[config.mk]
export PLATFORM = sky130hd
export DESIGN_NAME = imu_angle_packet_parser
export DESIGN_NICKNAME = d
export VERILOG_FILES = /design/src/design/iap_pkg.sv /design/src/design/iap_frame.sv /design/src/design/iap_out_reg.sv /design/src/design/imu_angle_packet_parser.sv
export VERILOG_INCLUDE_DIRS = /design/src /design/src/design
export SDC_FILE = /design/constraint.sdc
export NUM_CORES = 1
export LEC_CHECK = 0
export BUFFER_PORTS_ARGS = -buffer_cell sky130_fd_sc_hd__buf_4
export CORE_MARGIN = 2
export CORE_UTILIZATION = 58
export DETAILED_ROUTE_END_ITERATION = 10
export GPL_TIMING_DRIVEN = 1
export PLACE_DENSITY_LB_ADDON = 0.15
export SKIP_CTS_REPAIR_TIMING = 1
export SLEW_MARGIN = 5
export SYNTH_ARGS = -nofsm -noshare
export SYNTH_HDL_FRONTEND = slang
export SYNTH_SLANG_ARGS = --single-unit
export TNS_END_PERCENT = 100
[constraint.sdc]
create_clock -name clk -period 3.9 [get_ports clk]
set_input_delay 0.78 -clock clk [delete_from_list [all_inputs] [get_ports clk]]
set_output_delay 0.78 -clock clk [all_outputs]
set_load 0.05 [all_outputs]
[src/design/assert_macros.svh]
// ----------------------------------------------------------------------------
// assertion macros shared by the parser modules
// ----------------------------------------------------------------------------
`ifndef ASSERT_MACROS_SVH
`define ASSERT_MACROS_SVH

`ifndef SYNTH

// property must hold at every edge out of reset
`define IAP_ASSERT(label, clk, rst_n, prop) \
  label: assert property (@(posedge clk) disable iff (!rst_n) (prop)) \
    else $error("parser assertion failed");

// condition must never be seen out of reset
`define IAP_NEVER(label, clk, rst_n, cond) \
  label: assert property (@(posedge clk) disable iff (!rst_n) !(cond)) \
    else $error("parser forbidden condition seen");

`else

`define IAP_ASSERT(label, clk, rst_n, prop)
`define IAP_NEVER(label, clk, rst_n, cond)

`endif

`endif

[src/design/iap_pkg.sv]
// ----------------------------------------------------------------------------
// iap_pkg
// types and constants of the angle frame parser
// ----------------------------------------------------------------------------
package iap_pkg;

  localparam logic [7:0] HEADER_BYTE   = 8'h55;
  localparam logic [7:0] TYPE_DEFAULT  = 8'h53;
  localparam logic [3:0] POS_TYPE      = 4'd1;
  localparam logic [3:0] POS_FIRST_PAY = 4'd2;
  localparam logic [3:0] POS_LAST_PAY  = 4'd7;
  localparam logic [3:0] SUM_LEN       = 4'd10;
  localparam int unsigned PAY_BYTES    = 6;

  typedef enum logic [1:0] {
    PH_HUNT    = 2'd0,
    PH_TYPE    = 2'd1,
    PH_COLLECT = 2'd2
  } phase_t;

  typedef struct packed {
    logic [15:0] roll;
    logic [15:0] pitch;
    logic [15:0] yaw;
    logic        ok;
  } result_t;

endpackage

[src/design/iap_frame.sv]
// ----------------------------------------------------------------------------
// iap_frame
// frame tracking state, running sum, payload store and held angle words
// ----------------------------------------------------------------------------
`include "assert_macros.svh"

module iap_frame (
  input  logic             clk,
  input  logic             rst_n,
  input  logic             step_i,
  input  logic [7:0]       byte_i,
  input  logic [7:0]       type_code_i,
  output logic             frame_end_o,
  output logic             res_fire_o,
  output iap_pkg::result_t res_o
);
  import iap_pkg::*;

  phase_t      phase_r, phase_nxt;
  logic [3:0]  count_r, count_nxt;
  logic [7:0]  sum_r, sum_nxt;
  logic [15:0] roll_r, roll_nxt;
  logic [15:0] pitch_r, pitch_nxt;
  logic [15:0] yaw_r, yaw_nxt;
  logic [7:0]  payload_r [PAY_BYTES];
  logic        pay_we;
  logic [2:0]  pay_idx;
  logic        sum_ok;
  logic [15:0] roll_new, pitch_new, yaw_new;

  assign roll_new  = {payload_r[1], payload_r[0]};
  assign pitch_new = {payload_r[3], payload_r[2]};
  assign yaw_new   = {payload_r[5], payload_r[4]};
  assign sum_ok    = (byte_i == sum_r);
  assign pay_idx   = 3'(count_r - POS_FIRST_PAY);

  assign frame_end_o = (phase_r == PH_COLLECT) && (count_r >= SUM_LEN);
  assign res_fire_o  = step_i && frame_end_o;

  always_comb begin
    phase_nxt = phase_r;
    count_nxt = count_r;
    sum_nxt   = sum_r;
    roll_nxt  = roll_r;
    pitch_nxt = pitch_r;
    yaw_nxt   = yaw_r;
    pay_we    = 1'b0;
    unique case (phase_r)
      PH_TYPE: begin
        // stays here on a mismatch, even for another header byte
        if (byte_i == type_code_i) begin
          sum_nxt   = sum_r + byte_i;
          phase_nxt = PH_COLLECT;
          count_nxt = POS_FIRST_PAY;
        end
      end
      PH_COLLECT: begin
        if (count_r < SUM_LEN) begin
          pay_we    = (count_r >= POS_FIRST_PAY) && (count_r <= POS_LAST_PAY);
          sum_nxt   = sum_r + byte_i;
          count_nxt = count_r + 4'd1;
        end else begin
          if (sum_ok) begin
            roll_nxt  = roll_new;
            pitch_nxt = pitch_new;
            yaw_nxt   = yaw_new;
          end
          phase_nxt = PH_HUNT;
          count_nxt = '0;
          sum_nxt   = '0;
        end
      end
      default: begin
        phase_nxt = PH_HUNT;
        if (byte_i == HEADER_BYTE) begin
          sum_nxt   = HEADER_BYTE;
          count_nxt = POS_TYPE;
          phase_nxt = PH_TYPE;
        end
      end
    endcase
  end

  always_comb begin
    res_o.roll  = roll_nxt;
    res_o.pitch = pitch_nxt;
    res_o.yaw   = yaw_nxt;
    res_o.ok    = sum_ok;
  end

  always_ff @(posedge clk) begin
    if (!rst_n) begin
      phase_r <= PH_HUNT;
      count_r <= '0;
      sum_r   <= '0;
      roll_r  <= '0;
      pitch_r <= '0;
      yaw_r   <= '0;
    end else if (step_i) begin
      phase_r <= phase_nxt;
      count_r <= count_nxt;
      sum_r   <= sum_nxt;
      roll_r  <= roll_nxt;
      pitch_r <= pitch_nxt;
      yaw_r   <= yaw_nxt;
    end
  end

  always_ff @(posedge clk) begin
    if (step_i && pay_we) begin
      payload_r[pay_idx] <= byte_i;
    end
  end

  `IAP_ASSERT(a_count_range, clk, rst_n, (phase_r != PH_COLLECT) || ((count_r >= POS_FIRST_PAY) && (count_r <= SUM_LEN)))
  `IAP_ASSERT(a_back_to_hunt, clk, rst_n, res_fire_o |=> (phase_r == PH_HUNT) && (sum_r == 8'd0))
  `IAP_ASSERT(a_bad_sum_holds, clk, rst_n, (res_fire_o && !sum_ok) |=> $stable(roll_r) && $stable(pitch_r) && $stable(yaw_r))

endmodule

[src/design/iap_out_reg.sv]
// ----------------------------------------------------------------------------
// iap_out_reg
// result register on the output channel
// ----------------------------------------------------------------------------
`include "assert_macros.svh"

module iap_out_reg (
  input  logic             clk,
  input  logic             rst_n,
  input  logic             load_i,
  input  iap_pkg::result_t data_i,
  output logic             free_o,
  output logic             out_valid,
  input  logic             out_stall,
  output logic [15:0]      out_roll_raw,
  output logic [15:0]      out_pitch_raw,
  output logic [15:0]      out_yaw_raw,
  output logic             out_checksum_ok
);
  import iap_pkg::*;

  logic    vld_r;
  result_t data_r;
  logic    taken;

  assign taken  = vld_r && !out_stall;
  assign free_o = !vld_r || !out_stall;

  always_ff @(posedge clk) begin
    if (!rst_n) begin
      vld_r <= 1'b0;
    end else if (load_i) begin
      vld_r <= 1'b1;
    end else if (taken) begin
      vld_r <= 1'b0;
    end
  end

  always_ff @(posedge clk) begin
    if (load_i) begin
      data_r <= data_i;
    end
  end

  assign out_valid       = vld_r;
  assign out_roll_raw    = data_r.roll;
  assign out_pitch_raw   = data_r.pitch;
  assign out_yaw_raw     = data_r.yaw;
  assign out_checksum_ok = data_r.ok;

  `IAP_NEVER(a_no_overwrite, clk, rst_n, load_i && vld_r && out_stall)
  `IAP_ASSERT(a_load_shows, clk, rst_n, load_i |=> vld_r)
  `IAP_ASSERT(a_taken_empties, clk, rst_n, (taken && !load_i) |=> !vld_r)

endmodule

[src/design/imu_angle_packet_parser.sv]
// ----------------------------------------------------------------------------
// imu_angle_packet_parser: 11-byte angle frame parser with sum checksum
// a frame's last word reaches out_valid via the input and result registers
// throughput: one byte word per cycle; in_stall only while a result is stuck
// reset (rst_n low, synchronous): parser hunts for a header, held angles zero
// ----------------------------------------------------------------------------
module imu_angle_packet_parser (
  input  logic        clk,
  input  logic        rst_n,
  // byte words from the serial receiver
  input  logic        in_valid,
  output logic        in_stall,
  input  logic [7:0]  in_rx_byte,
  // one result word per completed frame
  output logic        out_valid,
  input  logic        out_stall,
  output logic [15:0] out_roll_raw,
  output logic [15:0] out_pitch_raw,
  output logic [15:0] out_yaw_raw,
  output logic        out_checksum_ok,
  // frame type register write
  input  logic        cfg_valid,
  output logic        cfg_ready,
  input  logic [7:0]  cfg_frame_type_code
);
  import iap_pkg::*;

  // input register stage
  logic       in_vld_r;
  logic [7:0] in_byte_r;
  logic       in_take;

  // frame type register
  logic [7:0] type_code_r;

  // hand-off between stages
  logic    frame_end;
  logic    res_fire;
  result_t res;
  logic    out_free;
  logic    step;

  // always writable; user must write only while parser is idle; not enforced
  assign cfg_ready = 1'b1;

  always_ff @(posedge clk) begin
    if (!rst_n) begin
      type_code_r <= TYPE_DEFAULT;
    end else if (cfg_valid && cfg_ready) begin
      type_code_r <= cfg_frame_type_code;
    end
  end

  // a held word moves on unless it closes a frame and the result register
  // is full and stalled
  assign step     = in_vld_r && (!frame_end || out_free);
  assign in_stall = in_vld_r && !step;
  assign in_take  = in_valid && !in_stall;

  always_ff @(posedge clk) begin
    if (!rst_n) begin
      in_vld_r <= 1'b0;
    end else if (in_take) begin
      in_vld_r <= 1'b1;
    end else if (step) begin
      in_vld_r <= 1'b0;
    end
  end

  always_ff @(posedge clk) begin
    if (in_take) begin
      in_byte_r <= in_rx_byte;
    end
  end

  // header hunt, type match, payload capture and checksum compare
  iap_frame u_frame (
    .clk         (clk),
    .rst_n       (rst_n),
    .step_i      (step),
    .byte_i      (in_byte_r),
    .type_code_i (type_code_r),
    .frame_end_o (frame_end),
    .res_fire_o  (res_fire),
    .res_o       (res)
  );

  // result register, free again as soon as the consumer takes it
  iap_out_reg u_out (
    .clk             (clk),
    .rst_n           (rst_n),
    .load_i          (res_fire),
    .data_i          (res),
    .free_o          (out_free),
    .out_valid       (out_valid),
    .out_stall       (out_stall),
    .out_roll_raw    (out_roll_raw),
    .out_pitch_raw   (out_pitch_raw),
    .out_yaw_raw     (out_yaw_raw),
    .out_checksum_ok (out_checksum_ok)
  );

endmodule
==> metrics.yaml, run 1 <==
status: "completed"
wl_met3_um: 731
cts_buffers: 17
io_buffers: 71
fin_worst_skew_ns: 0.005862
leakage_uw: 0.003283
final_common_cell: "nand2_1"
met1_length_um: 6262
cts_root_buf: "clkbuf_16"
viasPerCell: 5.462
min_path_type: "reg2reg"
die_x_um: 115.4
synth_edf_count: 105
num_rows: 40
fin_crit_sh: 0.7159
clk_latency_ns: 0.43
grt_antenna_before_repair: 0
overflow: 0
fin_tns_setup_ns: 0
topRoutingLayerUsed: "met4"
whs_ns: 0.4635
crit_fanout: 13
drt-total-wl_um: 14370
dieArea_mm2: 0.01332
power_uw: 3949
cp-start-kind: "register"
clk_path_buf_depth: 2
powerDensity_mw_per_mm2: 465.1
setup-violations-final: 0
synthCells: 564
tritoncts: "yes"
syn_to_final_growth_pct: 17.94
synth.distinct_cells: 55
drt_iter0_drc: 444
place_inst: 781
grt_pass1_vias: 4489
drive_gt1_frac: 0.2651
met2_length_um: 7131
core-area_mm2: 0.01206
rsz0062_at_grt: "false"
final_cell_mix: "112 x nand2_1, 105 x edfxtp_1, 79 x buf_4, 72 x dfxtp_1, 50 x a21boi_0"
vdd_drop_max_v: 0.0003121
syn_area_per_cell_um2: 12.76
max_cap_violations: 0
regArea_mm2: 0.004594
fmax_mhz: 358.1
num_vias: 4441
cp-end-kind: "primary output"
clk_pin_slew_worst_paths_ns: 0.06
synth_fp_nets: 597
synth-async-reset-ratio: 0
hpwl_um: 8946
drc: 0
fin_crit_ns: 2.792
fillerInstances: 840
wl_per_cell_um: 17.68
maxSlewHeadroom: 0.4781
yosys_warnings: 0
finalMaxSlewViolations: 0
gp_congestion: 0.8051
first_pass_iters: 4
ys_seq_elements: 177
multi_input_area_mm2: 0.002404
clock-sinks: 177
worstMarginPinSlew_ns: 0.7813
hold_violations: 0
grt_pass1_wl_um: 23180
finalNetCount: 665
start_util: 0.5969
final_cells: 813
die_y_um: 115.4
grt_start_max_net_pins: 73
post_dp_cell_area_mm2: 0.007850
critPathArrivalTime_ns: 2.01
io_pins: 73
diodes: 0
synth_flop_cell: "edfxtp_1"
htree_levels: 4
ant_nets: 0
crit_type: "reg2out"
required_ns: 3.12
fin_area_mm2: 0.008491
track_usage: 0.2335
ys_seq_area_frac: 0.6382
synth_area_mm2: 0.007199
final timing paths:
kind         cells after the start                       startpoint                              end  slack (ns)
max                              5  u_frame.count_r[1]$_SDFFE_PN0P_                         in_stall        1.11
min                              2    u_frame.yaw_r[5]$_SDFFE_PN0P_    u_frame.yaw_r[5]$_SDFFE_PN0P_        0.46
max reg2reg                      8           in_byte_r[2]$_DFFE_PP_  u_frame.roll_r[10]$_SDFFE_PN0P_        1.16
min reg2reg                      2    u_frame.yaw_r[5]$_SDFFE_PN0P_    u_frame.yaw_r[5]$_SDFFE_PN0P_        0.46
worst max-delay path, cell delays in order, from the launching register on:
cell	delay [ns]
dfxtp_1	0.56
o21ai_0	0.23
nor2_1	0.28
nand2_1	0.11
nor2_1	0.18
buf_4	0.23
metal layers:
| layer | GRT usage | vias to the layer above |
|---|---|---|
| met2 | 0.3786 | 129 |
| li1 | - | 2133 |
| met3 | 0.06381 | 21 |
| met4 | 0.07791 | 0 |
| met5 | 0 | - |
| met1 | 0.3073 | 2158 |
synth_stat cells (all sizes together), types with 4 or more instances:
master | instances | share of area
nor3 | 6 | 0.0064
a21boi | 51 | 0.053
clkbuf | 13 | 0.0068
mux2 | 48 | 0.075
o21ai | 11 | 0.0087
ha | 11 | 0.019
inv | 13 | 0.0068
nand2 | 113 | 0.059
xor2 | 9 | 0.011
nor2b | 10 | 0.0087
mux2i | 12 | 0.017
nor4 | 4 | 0.0064
a21oi | 7 | 0.0049
edfxtp | 105 | 0.44
dfxtp | 72 | 0.20
xnor2 | 5 | 0.0061
nor2 | 17 | 0.0092
buf | 17 | 0.016
final cells by class:
cell class              count  share of cell area
repair buffers             79             0.06985
well taps                 168             0.02476
clock buffers              19             0.05099
multi-input cells         344              0.2831
inverters                  13            0.005747
flip-flops and latches    177              0.5411
clock inverters            13             0.02446
state kept, by name, summed over array words and instances (netlist names):
register,flops
u_out.out_checksum_ok,1
u_out.out_pitch_raw,16
u_frame.count_r,4
u_out.out_roll_raw,16
u_frame.payload_r,48
u_frame.yaw_r,16
u_frame.roll_r,16
type_code_r,8
u_out.out_valid,1
u_out.out_yaw_raw,16
in_vld_r,1
in_byte_r,8
u_frame.pitch_r,16
u_frame.phase_r,2
u_frame.sum_r,8
stage by stage:
stage,util,setup WS [ns]
6_report,0.7039,1.108
5_1_grt,0.7039,0.9266
4_1_cts,0.7039,1.137
3_5_place_dp,0.6508,1.276
3_3_place_gp,0.6508,1.311
2_1_floorplan,-,0.3569
power by group:
part	internal, uW	leakage (uW)	switching (uW)
clock network	1140	0.000309	702
logic	42.8	0.00131	44.8
registers	1990	0.00166	33.3
total	3170	0.00328	780
cells by family after synthesis:
| kind of cell | share of synthesized area |
|---|---|
| xor gates and xnor gates | 0.01703 |
| other | 0.0005209 |
| adders and majority gates | 0.02190 |
| buffers and inverters | 0.02972 |
| AOI/OAI and AO/OA | 0.08968 |
| DFF | 0.6382 |
| muxes | 0.09176 |
| and+or+nand+nor | 0.1112 |
Power figures use the tool's default switching activity.
==> inputs of run 2 (changes only) <==
- CORE_UTILIZATION: 58 -> 53
- clock period: 3.9 -> 2.3 ns (I/O delays scaled with it)
==> run 2 against run 1 <==
Net effect:
- clock skew up 0.0028 ns
- global-route usage down 0.74 points
- largest cell class unchanged
- combinational power rose to 2.6 times the previous value
- die area up 9.1%
==> metrics.yaml, run 2 (same netlist as run 1, synthesis figures left out) <==
grt_pass1_wl_um: 24520  # was 23180 um
setup-violations-final: 0  # unchanged
crit_fanout: 7  # was 13
crit_type: "reg2out"  # unchanged
diodes: 0  # unchanged
clk_path_buf_depth: 2  # unchanged
first_pass_iters: 4  # unchanged
gp_congestion: 0.8983  # was 0.8051
die_x_um: 120.6  # was 115.4 um
finalNetCount: 683  # was 665
fin_util: 0.6553  # was 0.7039
overflow: 0  # unchanged
power_uw: 6500  # was 3949 uW
hold_violations: 0  # unchanged
ant_nets: 0  # unchanged
die_y_um: 120.6  # was 115.4 um
final_common_cell: "nand2_1"  # unchanged
io_buffers: 71  # unchanged
leakage_uw: 0.003376  # was 0.003283 uW
required_ns: 1.84  # was 3.12 ns
fmax_mhz: 453.6
track_usage: 0.2261  # was 0.2335
critPathArrivalTime_ns: 1.74  # was 2.01 ns
post_dp_cell_area_mm2: 0.008058  # was 0.007850 mm2
final_cell_mix: "112 x nand2_1, 105 x edfxtp_1, 90 x buf_4, 71 x dfxtp_1, 50 x a21boi_0"  # was 112 x nand2_1, 105 x edfxtp_1, 79 x buf_4, 72 x dfxtp_1, 50 x a21boi_0
cts_buffers: 17  # unchanged
regMostFlops: "u_frame.payload_r"  # unchanged
io_pins: 73  # unchanged
num_vias: 4550  # was 4441
grt_antenna_before_repair: 0  # unchanged
grt_pass1_vias: 4665  # was 4489
maxSlewHeadroom: 0.4803  # was 0.4781
status: "completed"  # unchanged
start_util: 0.5437  # was 0.5969
vdd_drop_max_v: 0.0005833  # was 0.0003121 V
fin_crit_sh: 0.9585
drt_iter0_drc: 306  # was 444
clk_pin_slew_worst_paths_ns: 0.06  # about the same
viasPerCell: 5.423  # was 5.462
fin_worst_skew_ns: 0.008614  # was 0.005862 ns
largest_register_ffs: 48  # unchanged
cp-start-kind: "register"  # unchanged
core-area_mm2: 0.01324  # was 0.01206 mm2
multi_input_area_mm2: 0.002426  # was 0.002404 mm2
min_path_type: "in2reg"  # was reg2reg
fin_area_mm2: 0.008678  # was 0.008491 mm2
drt-total-wl_um: 15300  # was 14370 um
cp-end-kind: "primary output"  # unchanged
powerDensity_mw_per_mm2: 749.0  # was 465.1 mW/mm2
tritoncts: "yes"  # unchanged
max_cap_violations: 0  # unchanged
clock-sinks: 177  # unchanged
worstMarginPinSlew_ns: 0.7779  # was 0.7813 ns
drc: 0  # unchanged
dieArea_mm2: 0.01453  # was 0.01332 mm2
wl_per_cell_um: 18.24  # was 17.68 um
fin_crit_ns: 2.204
fin_tns_setup_ns: 0  # unchanged
drive_gt1_frac: 0.2911  # was 0.2651
cts_root_buf: "clkbuf_16"  # unchanged
grt_start_max_net_pins: 73  # unchanged
fillerInstances: 1017  # was 840
clk_latency_ns: 0.43  # about the same
num_rows: 42  # was 40
rsz0062_at_grt: "false"  # unchanged
hpwl_um: 9667  # was 8946 um
regArea_mm2: 0.004596  # was 0.004594 mm2
htree_levels: 4  # unchanged
syn_to_final_growth_pct: 20.54  # was 17.94%
finalMaxSlewViolations: 0  # unchanged
-- run 2: cell types whose count changed in the layout (fill, tap and decap cells not counted), sizes merged --
cell and change:
inv -3, clkinv +3, buf +18, clkbuf +2, bufinv -2
-- run 2: worst paths after layout --
kind / startpoint / endpoint / slack [ns] / cells past startpoint
hold reg to reg: u_frame.pitch_r[10]$_SDFFE_PN0P_ / u_frame.pitch_r[10]$_SDFFE_PN0P_ / 0.46 / 2
hold / removal: in_rx_byte[4] / in_byte_r[4]$_DFFE_PP_ / 0.21 / 1
setup reg to reg: in_byte_r[4]$_DFFE_PP_ / u_frame.roll_r[14]$_SDFFE_PN0P_ / 0.12 / 8
setup / recovery: u_frame.phase_r[0]$_SDFFE_PN0P_ / in_stall / 0.1 / 7
-- run 2: layer usage --
metal	global-route usage	wire [um]
met5	0	0
met4	0.08285	333
met3	0.05000	786
met2	0.3806	7515
met1	0.2875	6665
-- run 2: worst max-delay path, stage by stage (launching register included) --
cell	delay, ns
dfxtp_1	0.33
inv_1	0.11
ha_4	0.18
inv_1	0.06
nor2_2	0.19
nand2_1	0.15
nor2_4	0.14
buf_6	0.17
-- run 2: area by class of cell --
cell class / instances / area share
multi-input combinational: 344 / 0.2796
clock inverter: 11 / 0.01600
inverter: 13 / 0.005623
timing repair buffer: 97 / 0.09198
clock buffer: 21 / 0.05190
tap: 176 / 0.02537
sequential: 177 / 0.5296
-- run 2: where the power goes --
| part | internal [uW] | total (uW) | switching [uW] |
|---|---|---|---|
| registers | 3370 | 3380 | 18.2 |
| clock network | 1730 | 2890 | 1160 |
| logic | 97.9 | 228 | 130 |
-- run 2: per-stage QoR --
stage | instances | worst slack, ns | hold WS (ns)
global placement | 807 | 0.1484 | 0.4364
floorplan | 564 | 0.05425 | 0.4316
detailed placement | 807 | 0.1398 | 0.4561
finish | 839 | 0.09552 | 0.2125
CTS | 839 | -0.1926 | 0.2007
global route | 839 | 0.003671 | 0.1967
